File: src/grdd_pkg.sv
// shared constants, angle table and codes for the grid ray wall distance core
// used by grdd_divider and grid_ray_wall_distance_core
package grdd_pkg;

	localparam int MAP_CELLS_DEF   = 16;
	localparam int SCREEN_COLS_DEF = 88;
	localparam int FOV_UNITS       = 10923;
	localparam int HALF_FOV        = 5461;
	localparam int AXIS_PAD        = 13;
	localparam int CORDIC_STEPS    = 14;
	localparam logic signed [17:0] CORDIC_GAIN = 18'sd9949;
	localparam int DIV_W           = 28;

	localparam logic [2:0] REG_ROWS0 = 3'd0;
	localparam logic [2:0] REG_ROWS1 = 3'd1;
	localparam logic [2:0] REG_ROWS2 = 3'd2;
	localparam logic [2:0] REG_ROWS3 = 3'd3;
	localparam logic [2:0] REG_MAXD  = 3'd4;

	function automatic logic [13:0] atan_units(input logic [3:0] i);
		logic [13:0] r;
		unique case (i)
			4'd0: r = 14'd8192;
			4'd1: r = 14'd4836;
			4'd2: r = 14'd2555;
			4'd3: r = 14'd1297;
			4'd4: r = 14'd651;
			4'd5: r = 14'd326;
			4'd6: r = 14'd163;
			4'd7: r = 14'd81;
			4'd8: r = 14'd41;
			4'd9: r = 14'd20;
			4'd10: r = 14'd10;
			4'd11: r = 14'd5;
			4'd12: r = 14'd3;
			4'd13: r = 14'd1;
			default: r = 14'd0;
		endcase
		return r;
	endfunction

endpackage

File: src/grdd_divider.sv
// restoring divider, one quotient bit per cycle
// depends on grdd_pkg for the operand width
module grdd_divider import grdd_pkg::*; (
	input  logic             clk,
	input  logic             arst_n,
	input  logic             start,
	input  logic [DIV_W-1:0] dividend,
	input  logic [15:0]      divisor,
	output logic             done,
	output logic [DIV_W-1:0] quotient
);

	logic [DIV_W-1:0] quo_q;
	logic [15:0]      rem_q;
	logic [15:0]      dsr_q;
	logic [4:0]       cnt_q;
	logic             busy_q;
	logic [17:0]      trial;
	logic [16:0]      rem_sh;

	assign rem_sh = {rem_q, quo_q[DIV_W-1]};
	assign trial  = {1'b0, rem_sh} - {2'b00, dsr_q};

	always_ff @(posedge clk or negedge arst_n) begin
		if (!arst_n) begin
			busy_q <= 1'b0;
			cnt_q  <= '0;
			done   <= 1'b0;
		end else begin
			done <= 1'b0;
			if (start) begin
				busy_q <= 1'b1;
				cnt_q  <= 5'(DIV_W - 1);
			end else if (busy_q) begin
				if (cnt_q == '0) begin
					busy_q <= 1'b0;
					done   <= 1'b1;
				end
				cnt_q <= cnt_q - 5'd1;
			end
		end
	end

	// the remainder stays below the divisor, so 16 bits hold it
	always_ff @(posedge clk) begin
		if (start) begin
			quo_q <= dividend;
			rem_q <= '0;
			dsr_q <= divisor;
		end else if (busy_q) begin
			if (!trial[17]) begin
				rem_q <= trial[15:0];
				quo_q <= {quo_q[DIV_W-2:0], 1'b1};
			end else begin
				rem_q <= rem_sh[15:0];
				quo_q <= {quo_q[DIV_W-2:0], 1'b0};
			end
		end
	end

	assign quotient = quo_q;

endmodule

File: config.mk
export PLATFORM = sky130hd
export DESIGN_NAME = grdd_divider
export DESIGN_NICKNAME = d
export VERILOG_FILES = /design/src/grdd_pkg.sv /design/src/grdd_divider.sv
export SDC_FILE = /design/constraint.sdc
export NUM_CORES = 1
export LEC_CHECK = 0
export BUFFER_PORTS_ARGS = -buffer_cell sky130_fd_sc_hd__clkbuf_2
export CAP_MARGIN = 20
export CORE_MARGIN = 2
export CORE_UTILIZATION = 40
export CTS_CLUSTER_DIAMETER = 200
export DETAILED_ROUTE_END_ITERATION = 10
export PLACE_DENSITY = 0.7
export REMOVE_ABC_BUFFERS = 1
export SETUP_SLACK_MARGIN = 0.2
export SLEW_MARGIN = 5
export SYNTH_ARGS = -nofsm -noshare
export SYNTH_HDL_FRONTEND = slang
export SYNTH_SLANG_ARGS = --single-unit
File: constraint.sdc
create_clock -name clk -period 2.42 [get_ports clk]
set_input_delay 0.121 -clock clk [delete_from_list [all_inputs] [get_ports clk]]
set_output_delay 0.121 -clock clk [all_outputs]
set_load 0.01 [all_outputs]
==> summary.txt, run 1 <==
DIE WIDTH: 97.4 um
Worst path cell trace: inv_2, ha_4, nor2b_4, o2111ai_4, a2111oi_4, o2111ai_2, nand2_2, buf_12, mux2i_4, a211oi_2
Total power draw: 0.00512 W
Tmin final: 2380 ps
Clk slew on worst S/H paths: 80 ps
Slowest CP cell: a2111oi_4
Nets: 485
Post-synth ARST share: 10.4%
Initial core utilization: 40.6%
Worst hold start: dividend[2]
Synth cell count leaders: 44 x edfxtp_1, 28 x mux2_2, 25 x inv_1, 22 x nand2_1, 21 x nor2_1
Ranking of synthesized cells by area: edfxtp_1 38%, dfxtp_1 9.2%, mux2_2 9.0%, ha_1 6.4%, dfrtp_1 5.0%
Area leader, netlist: edfxtp_1
First-pass GRT wire length: 12500 um
PortBufs: 75
I/O pins: 76
Max Slew Vio Count: 0
Initial DRC count: 48
Count leader, synth: edfxtp_1
Average cell area after synthesis: 11.7 sq um
Post-synth cell types: 46
Vias in the first global route: 2772
Synth Flop Type: edfxtp_1
Setup ws final: 35.4 ps
Die Height: 97.4 um
CP max FO: 5
Cell family contributing the most delay on the critical path: compound AO/OA/AOI/OAI gates
Worst EP arrival: 2600 ps
Largest net degree at the start of global routing: 68
Power per Cell Area: 1060 nW/um^2
Critical path class: reg2reg
WL final: 7550 um
Die ar.: 9490 sq um
Via Count: 2626
H-tree levels: 3
Reg area: 1820 sq um
Critical R2R Launch: dsr_q[1]$_DFFE_PP_
Slew margin rel.: 57.1%
Register area share after synthesis: 52.0%
Pre-CTS WS: -81.1 ps
Hold Crit Class: in2reg
Result of the run: finished clean
Routability Congestion: 0.860
Syn-to-layout area delta: 38.8%
FF+latch count, synth: 67
Setup TNS Final: 0 ps
Period Utilization, post-route: 98.5%
Gr ovfl total: 0
Post-synth EDFFs: 44
Peak Freq: 419 MHz
CTS Buf Count: 9
Clock Sinks: 67
Synth top area share: 37.8%
Final setup viols: 0
Antenna violations before repair: 0
Max Cap Viol: 0
Worst vdd ir: 496 uV
Fraction of layout cells with a size suffix above 1: 46.7%
Clk_lat worst skew: 350 ps
CTS tree: yes
Antenna diode count: 0
Multi-input gate area: 1740 sq um
# fillers: 712
WL/cell: 14.2 um
Leak pwr: 2.07 nW
Largest stage delay on the critical path: 440 ps
Vias/cell: 4.94
Synthesized area: 3490 sq um
Number of remaining DRC errors: 0
Kind of end point of the critical path: register
Critical Path Source: dsr_q[1]$_DFFE_PP_
Clock root buffer: clkbuf_8
Synth Instances: 299
Final hold vios: 0
Clk buf depth: 2
CP Launch Type: register
Core area: 8590 sq um
TritonRoute pass-1 iters: 4
Row cnt: 34
Gr usage total: 16.2%
Final Skew: 12.8 ps
Synth warn: 0
Antenna Nets Post-Route: 0
Slew @ Worst Pin: 644 ps
RSZ-0062 raised after global routing: true
WP data required: 2640 ps
CP bufs+invs: 2
Post-DP HPWL: 4780 um
metrics by stage:
| step | cells | area [sq um] | hold WS (ps) | utilization, % |
|---|---|---|---|---|
| 2_1_floorplan | 287 | 3430 | -175 | - |
| 3_3_place_gp | 487 | 4100 | -30.0 | 47.7 |
| 3_5_place_dp | 487 | 4100 | -29.6 | 47.7 |
| 4_1_cts | 529 | 4720 | 51.7 | 55.0 |
| 5_1_grt | 532 | 4850 | 60.6 | 56.4 |
| 6_report | 532 | 4850 | 68.1 | 56.4 |
report_power, final:
group	leakage (nW)	switching (W)	internal [W]
combinational	1.29	0.00112	0.00124
clock	0.121	0.000447	0.000682
sequential	0.661	0.000179	0.00145
total	2.07	0.00175	0.00337
cells in the final DEF (no fill, tap or decap), types with 7 or more instances in the layout:
cell type      instances
ha_4                   7
nand2_1               17
a311oi_1               7
edfxtp_1              44
nand2b_1               7
dfrtp_1                7
inv_2                  7
dlygate4sd3_1         17
clkbuf_2              75
mux2_2                28
inv_1                 18
buf_4                 23
a21oi_1                9
ha_1                  10
nor2_1                21
clkbuf_8               9
xnor2_1                9
dfxtp_1               14
worst paths after layout:
kind / slack [ps] / cells past startpoint / to
min reg2reg: 510 / 2 / rem_q[7]$_SDFFE_PP0P_
min: 70 / 2 / quotient[2]$_DFFE_PP_
min in group asynchronous: 130 / 2 / cnt_q[0]$_DFFE_PN0P_
max: 40 / 10 / rem_q[3]$_SDFFE_PP0P_
max in group asynchronous: 2120 / 2 / cnt_q[4]$_DFFE_PN0P_
max reg2reg: 40 / 10 / rem_q[3]$_SDFFE_PP0P_
area by class of cell:
class / count / share of cell area (%)
Sequential cell: 67 / 37.5
Multi-Input combinational cell: 195 / 35.9
Timing Repair Buffer: 121 / 16.9
Tap cell: 108 / 2.79
Clock buffer: 9 / 2.56
Clock inverter: 7 / 2.40
Inverter: 25 / 1.94
cells by family (layout without fill, tap and decap cells):
group / after synthesis / count (layout) / share of synthesized area [%]
AOI/OAI and AO/OA: 55 / 55 / 12.2
DFF: 67 / 67 / 52.0
muxes: 33 / 33 / 10.5
buffers and inverters: 37 / 162 / 4.41
adders and majority gates: 19 / 19 / 7.02
xor gates and xnor gates: 15 / 15 / 3.76
and+or+nand+nor: 73 / 73 / 10.1
flip-flops by register name, indices dropped and copies added, names as in the netlist:
name	count
quotient	28
dsr_q	16
rem_q	16
cnt_q	5
busy_q	1
done	1
per-layer routing:
layer	up-vias	GRT usage, %	wire, um	part of all wire, %
met4	0	5.66	111	1.5
met2	78	26.5	3540	47
met5	-	0	0	0
met3	10	4.39	411	5.4
li1	1325	-	-	-
met1	1213	20.7	3480	46
what timing repair did:
action / 4_1_cts / 5_1_grt
cloned: 0 / 1
endpoints found under the hold margin: 23 / 0
resized for setup: 31 / 20
setup buffers: 9 / 2
pin swaps: 30 / 22
hold buffers: 17 / 0
setup endpoints to repair: 17 / 17
Note: power is estimated with default switching activity, not from simulation.
==> inputs of run 2 (changes only) <==
--- a/config.mk
+++ b/config.mk
@@ -11,7 +11,7 @@
 export CORE_UTILIZATION = 40
 export CTS_CLUSTER_DIAMETER = 200
 export DETAILED_ROUTE_END_ITERATION = 10
-export PLACE_DENSITY = 0.7
+export PLACE_DENSITY = 0.68
 export REMOVE_ABC_BUFFERS = 1
 export SETUP_SLACK_MARGIN = 0.2
 export SLEW_MARGIN = 5
==> constraint.sdc (replaced) <==
create_clock -name clk -period 2.5 [get_ports clk]
set_input_delay 0.125 -clock clk [delete_from_list [all_inputs] [get_ports clk]]
set_output_delay 0.125 -clock clk [all_outputs]
set_load 0.01 [all_outputs]
==> summary.txt, run 2 (same netlist as run 1, synthesis figures left out) <==
Result of the run: finished clean
Clk buf depth: 2 (unchanged)
Gr ovfl total: 0 (unchanged)
Post-DP HPWL: 4950 um (+3.6%)
Vias in the first global route: 2689 (-3.0%)
Nets: 481 (-0.82%)
Final hold slack: 67.6 ps (-0.503 ps)
H-tree levels: 3 (unchanged)
Slew @ Worst Pin: 656 ps (+11.8 ps)
Most frequent cells in the layout: 75 x clkbuf_2, 44 x edfxtp_1, 28 x mux2_2
Reg area: 1820 sq um (-0.14%)
I/O pins: 76 (unchanged)
Initial DRC count: 152 (+220%)
First-pass GRT wire length: 12300 um (-1.2%)
CP max FO: 6 (+1)
CP Launch Type: register
Clk slew on worst S/H paths: 80 ps (about the same)
TritonRoute pass-1 iters: 5 (+1)
Vias/cell: 5.00 (+1.4%)
Setup TNS Final: 0 ps (unchanged)
Largest net degree at the start of global routing: 41 (-40%)
Critical path class: reg2reg
Largest register FFs: 28 (unchanged)
CTS tree: yes
Slew margin rel.: 56.3% (-0.79 points)
Power per Cell Area: 949 nW/um^2 (-10%)
Final setup viols: 0 (unchanged)
Met3 wire length: 466 um (+13%)
Antenna diode count: 0 (unchanged)
Clk_lat worst skew: 350 ps (about the same)
Leak pwr: 2.01 nW (-3.1%)
Commonest non-fill, non-tap cell in the layout: clkbuf_2
Clock Sinks: 67 (unchanged)
Max Cap Viol: 0 (unchanged)
Antenna Nets Post-Route: 0 (unchanged)
WL met2: 3560 um (+0.48%)
Core area: 8590 sq um (unchanged)
Total power draw: 0.00445 W (-13%)
Max Slew Vio Count: 0 (unchanged)
Peak Freq: 431 MHz (+2.8%)
Gr usage total: 16.1% (-0.089 points)
Die Height: 97.4 um (unchanged)
Routed met1 length: 3290 um (-5.6%)
Routability Congestion: 0.826 (-4.0%)
Worst vdd ir: 425 uV (-14%)
WL/cell: 14.1 um (-0.96%)
PortBufs: 75 (unchanged)
Row cnt: 34 (unchanged)
Initial core utilization: 40.6% (unchanged)
Tmin final: 2320 ps (-63.8 ps)
Multi-input gate area: 1720 sq um (-1.4%)
Worst EP arrival: 2600 ps (about the same)
WL final: 7420 um (-1.7%)
Hold Crit Class: in2reg
WP data required: 2780 ps (+140 ps)
RSZ-0062 raised after global routing: true
Via Count: 2642 (+0.61%)
Period Utilization, post-route: 92.8% (-5.7 points)
Final hold vios: 0 (unchanged)
Top Metal Used: met4
Number of remaining DRC errors: 0 (unchanged)
Die ar.: 9490 sq um (unchanged)
Syn-to-layout area delta: 34.4%
# fillers: 760 (+6.7%)
Final Skew: 12.7 ps (-0.0223 ps)
Kind of end point of the critical path: register
Clock root buffer: clkbuf_8
DIE WIDTH: 97.4 um (unchanged)
Antenna violations before repair: 0 (unchanged)
Fraction of layout cells with a size suffix above 1: 43.8% (-2.9 points)
CTS Buf Count: 9 (unchanged)
[run 2: layer usage]
layer,vias up,track usage (%)
met5,-,0
met4,0,6.41
met3,7,5.76
met2,73,25.3
met1,1240,20.2
li1,1322,-
[run 2: what timing repair did]
action,in CTS,in global routing
cloned,0,0
hold endpoints to repair,23,0
gates resized for setup,19,21
setup buffers,6,6
pin swaps,14,10
hold buffers,17,0
endpoints found under the setup margin,17,17
[run 2: critical path: stages (launching register included)]
cell	delay, ps
edfxtp_1	340
inv_2	40
ha_4	310
nand3_1	90
and2_4	180
a2111oi_4	430
o2111ai_2	190
and2_4	230
a311o_1	320
a31oi_2	130
[run 2: area by class of cell]
type                    count  area share, %
clock buffers               9           2.64
inverters                  25           2.00
multi-input cells         195           36.6
flip-flops and latches     67           38.7
repair buffers            117           16.3
clock inverters             7          0.933
well taps                 108           2.88
[run 2: path summary, 6_finish.rpt]
kind / endpoint / slack (ps) / start / depth (start not counted)
worst max register to register: rem_q[15]$_SDFFE_PP0P_ / 180 / dsr_q[4]$_DFFE_PP_ / 9
max in group asynchronous: cnt_q[3]$_DFFE_PN0P_ / 2190 / arst_n / 2
worst min register to register: rem_q[5]$_SDFFE_PP0P_ / 510 / rem_q[4]$_SDFFE_PP0P_ / 2
worst min-delay path: quotient[13]$_DFFE_PP_ / 70 / dividend[13] / 2
worst max-delay path: rem_q[15]$_SDFFE_PP0P_ / 180 / dsr_q[4]$_DFFE_PP_ / 9
min in group asynchronous: cnt_q[0]$_DFFE_PN0P_ / 140 / arst_n / 2
[run 2: metrics by stage]
step | utilization (%) | std cells | cell area [sq um] | worst slack [ps]
2_1_floorplan | - | 287 | 3430 | 62.3
3_3_place_gp | 47.2 | 483 | 4050 | 60.9
3_5_place_dp | 47.2 | 483 | 4050 | -0.900
4_1_cts | 52.9 | 522 | 4540 | 201
5_1_grt | 54.6 | 528 | 4690 | 54.3
6_report | 54.6 | 528 | 4690 | 179
[run 2: report_power, final]
part	total, W	switching [W]	internal [W]
registers	0.00158	0.000177	0.00140
logic	0.00208	0.000991	0.00109
clock network	0.000795	0.000439	0.000356
total	0.00445	0.00161	0.00285
==> inputs of run 3 (changes only) <==
--- a/config.mk
+++ b/config.mk
@@ -7,11 +7,12 @@
 export LEC_CHECK = 0
 export BUFFER_PORTS_ARGS = -buffer_cell sky130_fd_sc_hd__clkbuf_2
 export CAP_MARGIN = 20
+export CORE_ASPECT_RATIO = 1.1
 export CORE_MARGIN = 2
 export CORE_UTILIZATION = 40
 export CTS_CLUSTER_DIAMETER = 200
 export DETAILED_ROUTE_END_ITERATION = 10
-export PLACE_DENSITY = 0.68
+export PLACE_DENSITY = 0.7
 export REMOVE_ABC_BUFFERS = 1
 export SETUP_SLACK_MARGIN = 0.2
 export SLEW_MARGIN = 5
==> constraint.sdc (replaced) <==
create_clock -name clk -period 1.9 [get_ports clk]
set_input_delay 0.095 -clock clk [delete_from_list [all_inputs] [get_ports clk]]
set_output_delay 0.095 -clock clk [all_outputs]
set_load 0.01 [all_outputs]
==> summary.txt, run 3 (same netlist as run 1, synthesis figures left out) <==
Worst path cell trace: inv_1, ha_2, inv_2, fa_2, a21oi_4, o221ai_2, o2111ai_2, a31oi_1, xor2_1, nand2_1, a311oi_1
Number of remaining DRC errors: 0 (unchanged)
WL met2: 3770 um (+5.8%)
Peak Freq: 427 MHz (-0.86%)
Critical R2R Launch: quotient[27]$_DFFE_PP_
Most frequent cells in the layout: 75 x clkbuf_2, 54 x buf_4, 44 x edfxtp_1
Final hold vios: 0 (unchanged)
Met3 wire length: 512 um (+9.9%)
Via Count: 2793 (+5.7%)
CP Capture Point: rem_q[14]$_SDFFE_PP0P_
First-pass GRT wire length: 13000 um (+5.1%)
WL/cell: 13.7 um (-2.6%)
Die Height: 102 um (+4.7%)
Gr ovfl total: 0 (unchanged)
Setup ws final: -441 ps (-620 ps)
CP max FO: 2 (-4)
DIE WIDTH: 93.1 um (-4.5%)
CP bufs+invs: 2 (+1)
Antenna Nets Post-Route: 0 (unchanged)
Clk slew on worst S/H paths: 80 ps (about the same)
Top Metal Used: met4
Final setup viols: 17 (+17)
Core area: 8450 sq um (-1.6%)
Clock root buffer: clkbuf_8
PortBufs: 75 (unchanged)
Total power draw: 0.00656 W (+47%)
Clk_lat worst skew: 360 ps (about the same)
Area of placed instances: 4340 sq um (+7.2%)
Reg2Reg Depth: 11 (+2)
Worst EP arrival: 2610 ps (about the same)
Max Slew Vio Count: 0 (unchanged)
Vias in the first global route: 2884 (+7.3%)
Cell family contributing the most delay on the critical path: compound AO/OA/AOI/OAI gates
H-tree levels: 3 (unchanged)
Nets: 515 (+7.1%)
Row cnt: 35 (+2.9%)
Leak pwr: 2.20 nW (+9.7%)
Die ar.: 9490 sq um (about the same)
Kind of end point of the critical path: register
Placed insts: 526 (+8.9%)
Antenna diode count: 0 (unchanged)
Tmin final: 2340 ps (+20.1 ps)
Period Utilization, post-route: 123% (+30 points)
Power per Cell Area: 1320 nW/um^2 (+39%)
Pre-CTS WS: -554 ps (-554 ps)
WP depth: 11 (+2)
WP data required: 2170 ps (-610 ps)
Critical path class: reg2reg
Slew margin rel.: 55.2% (-1.0 points)
RSZ-0062 raised after global routing: true
Hold Crit Class: in2reg
I/O pins: 76 (unchanged)
Worst vdd ir: 709 uV (+67%)
Routed met1 length: 3370 um (+2.5%)
Cell area after layout: 4990 sq um (+6.2%)
Largest net degree at the start of global routing: 34 (-17%)
Fraction of layout cells with a size suffix above 1: 47.8% (+4.0 points)
Initial DRC count: 105 (-31%)
WL final: 7740 um (+4.2%)
Non-Filler Instances: 565 (+7.0%)
Final hold slack: 36.6 ps (-31.0 ps)
Antenna violations before repair: 0 (unchanged)
Failing checks: negative setup slack
Post-DP HPWL: 5370 um (+8.3%)
Final Skew: 9.03 ps (-3.71 ps)
Clk buf depth: 2 (unchanged)
TritonRoute pass-1 iters: 4 (-1)
Slowest CP cell: edfxtp_1
CP Launch Type: register
Routability Congestion: 0.864 (+4.6%)
CTS tree: yes
Result of the run: complete, but fails checks
Critical Path Source: quotient[27]$_DFFE_PP_
Initial core utilization: 41.3% (+0.68 points)
Clock Sinks: 67 (unchanged)
Crit Reg-Reg Endpoint: rem_q[14]$_SDFFE_PP0P_
Commonest non-fill, non-tap cell in the layout: clkbuf_2
Slew @ Worst Pin: 671 ps (+15.3 ps)
FF-to-FF setup slack: -440 ps (-620 ps)
Largest stage delay on the critical path: 390 ps (-40 ps)
Vias/cell: 4.94 (-1.2%)
CTS Buf Count: 9 (unchanged)
Max Cap Viol: 0 (unchanged)
Syn-to-layout area delta: 42.8%
Gr usage total: 17.2% (+1.1 points)
Largest register FFs: 28 (unchanged)
## run 3: per-stage QoR
stage / util [%] / setup TNS [ps]
global placement: 51.4 / -7330
global route: 59.0 / -8740
detailed placement: 51.4 / -7800
CTS: 58.4 / -5850
finish: 59.0 / -6390
floorplan: - / -8010
## run 3: worst reg2reg max path: stages, from the launching register on
cell	delay (ps)
edfxtp_1	390
inv_1	70
ha_2	210
inv_2	50
fa_2	390
a21oi_4	190
o221ai_2	140
o2111ai_2	230
a31oi_1	120
xor2_1	150
nand2_1	70
a311oi_1	260
## run 3: final cells by class
class | instances | area, sq um
Clock buffer | 9 | 124
Clock inverter | 7 | 98.8
Fill cell | 698 | 3470
Inverter | 25 | 93.8
Multi-Input combinational cell | 195 | 1710
Sequential cell | 67 | 1820
Tap cell | 111 | 139
Timing Repair Buffer | 151 | 1010
## run 3: repair_timing
| action | CTS | global route |
|---|---|---|
| hold buffers | 17 | 0 |
| hold endpoints to repair | 23 | 0 |
| resized for setup | 33 | 7 |
| endpoints found under the setup margin | 17 | 17 |
| buffers inserted | 4 | 2 |
| pin swaps | 26 | 6 |
## run 3: how the worst min path moves through the flow
stage	startpoint	end	slack, ps	depth (start not counted)
CTS	dividend[8]	quotient[8]$_DFFE_PP_	20	2
detailed placement	arst_n	cnt_q[2]$_DFFE_PN0P_	-60	1
global route	dividend[18]	quotient[18]$_DFFE_PP_	30	2
global placement	arst_n	cnt_q[1]$_DFFE_PN0P_	-60	1
finish	dividend[9]	quotient[9]$_DFFE_PP_	40	2
floorplan	arst_n	busy_q$_DFF_PN0_	-200	0
## run 3: layer usage
metal	vias to the layer above	GRT usage, %
li1	1383	-
met1	1317	21.1
met2	84	29.5
met3	9	5.01
met4	0	5.43
met5	-	0
## run 3: report_power, final
group / total [W] / internal, W / switching [W]
sequential: 0.00203 / 0.00185 / 0.000182
combinational: 0.00318 / 0.00172 / 0.00146
clock: 0.00135 / 0.000747 / 0.000606
total: 0.00656 / 0.00432 / 0.00224
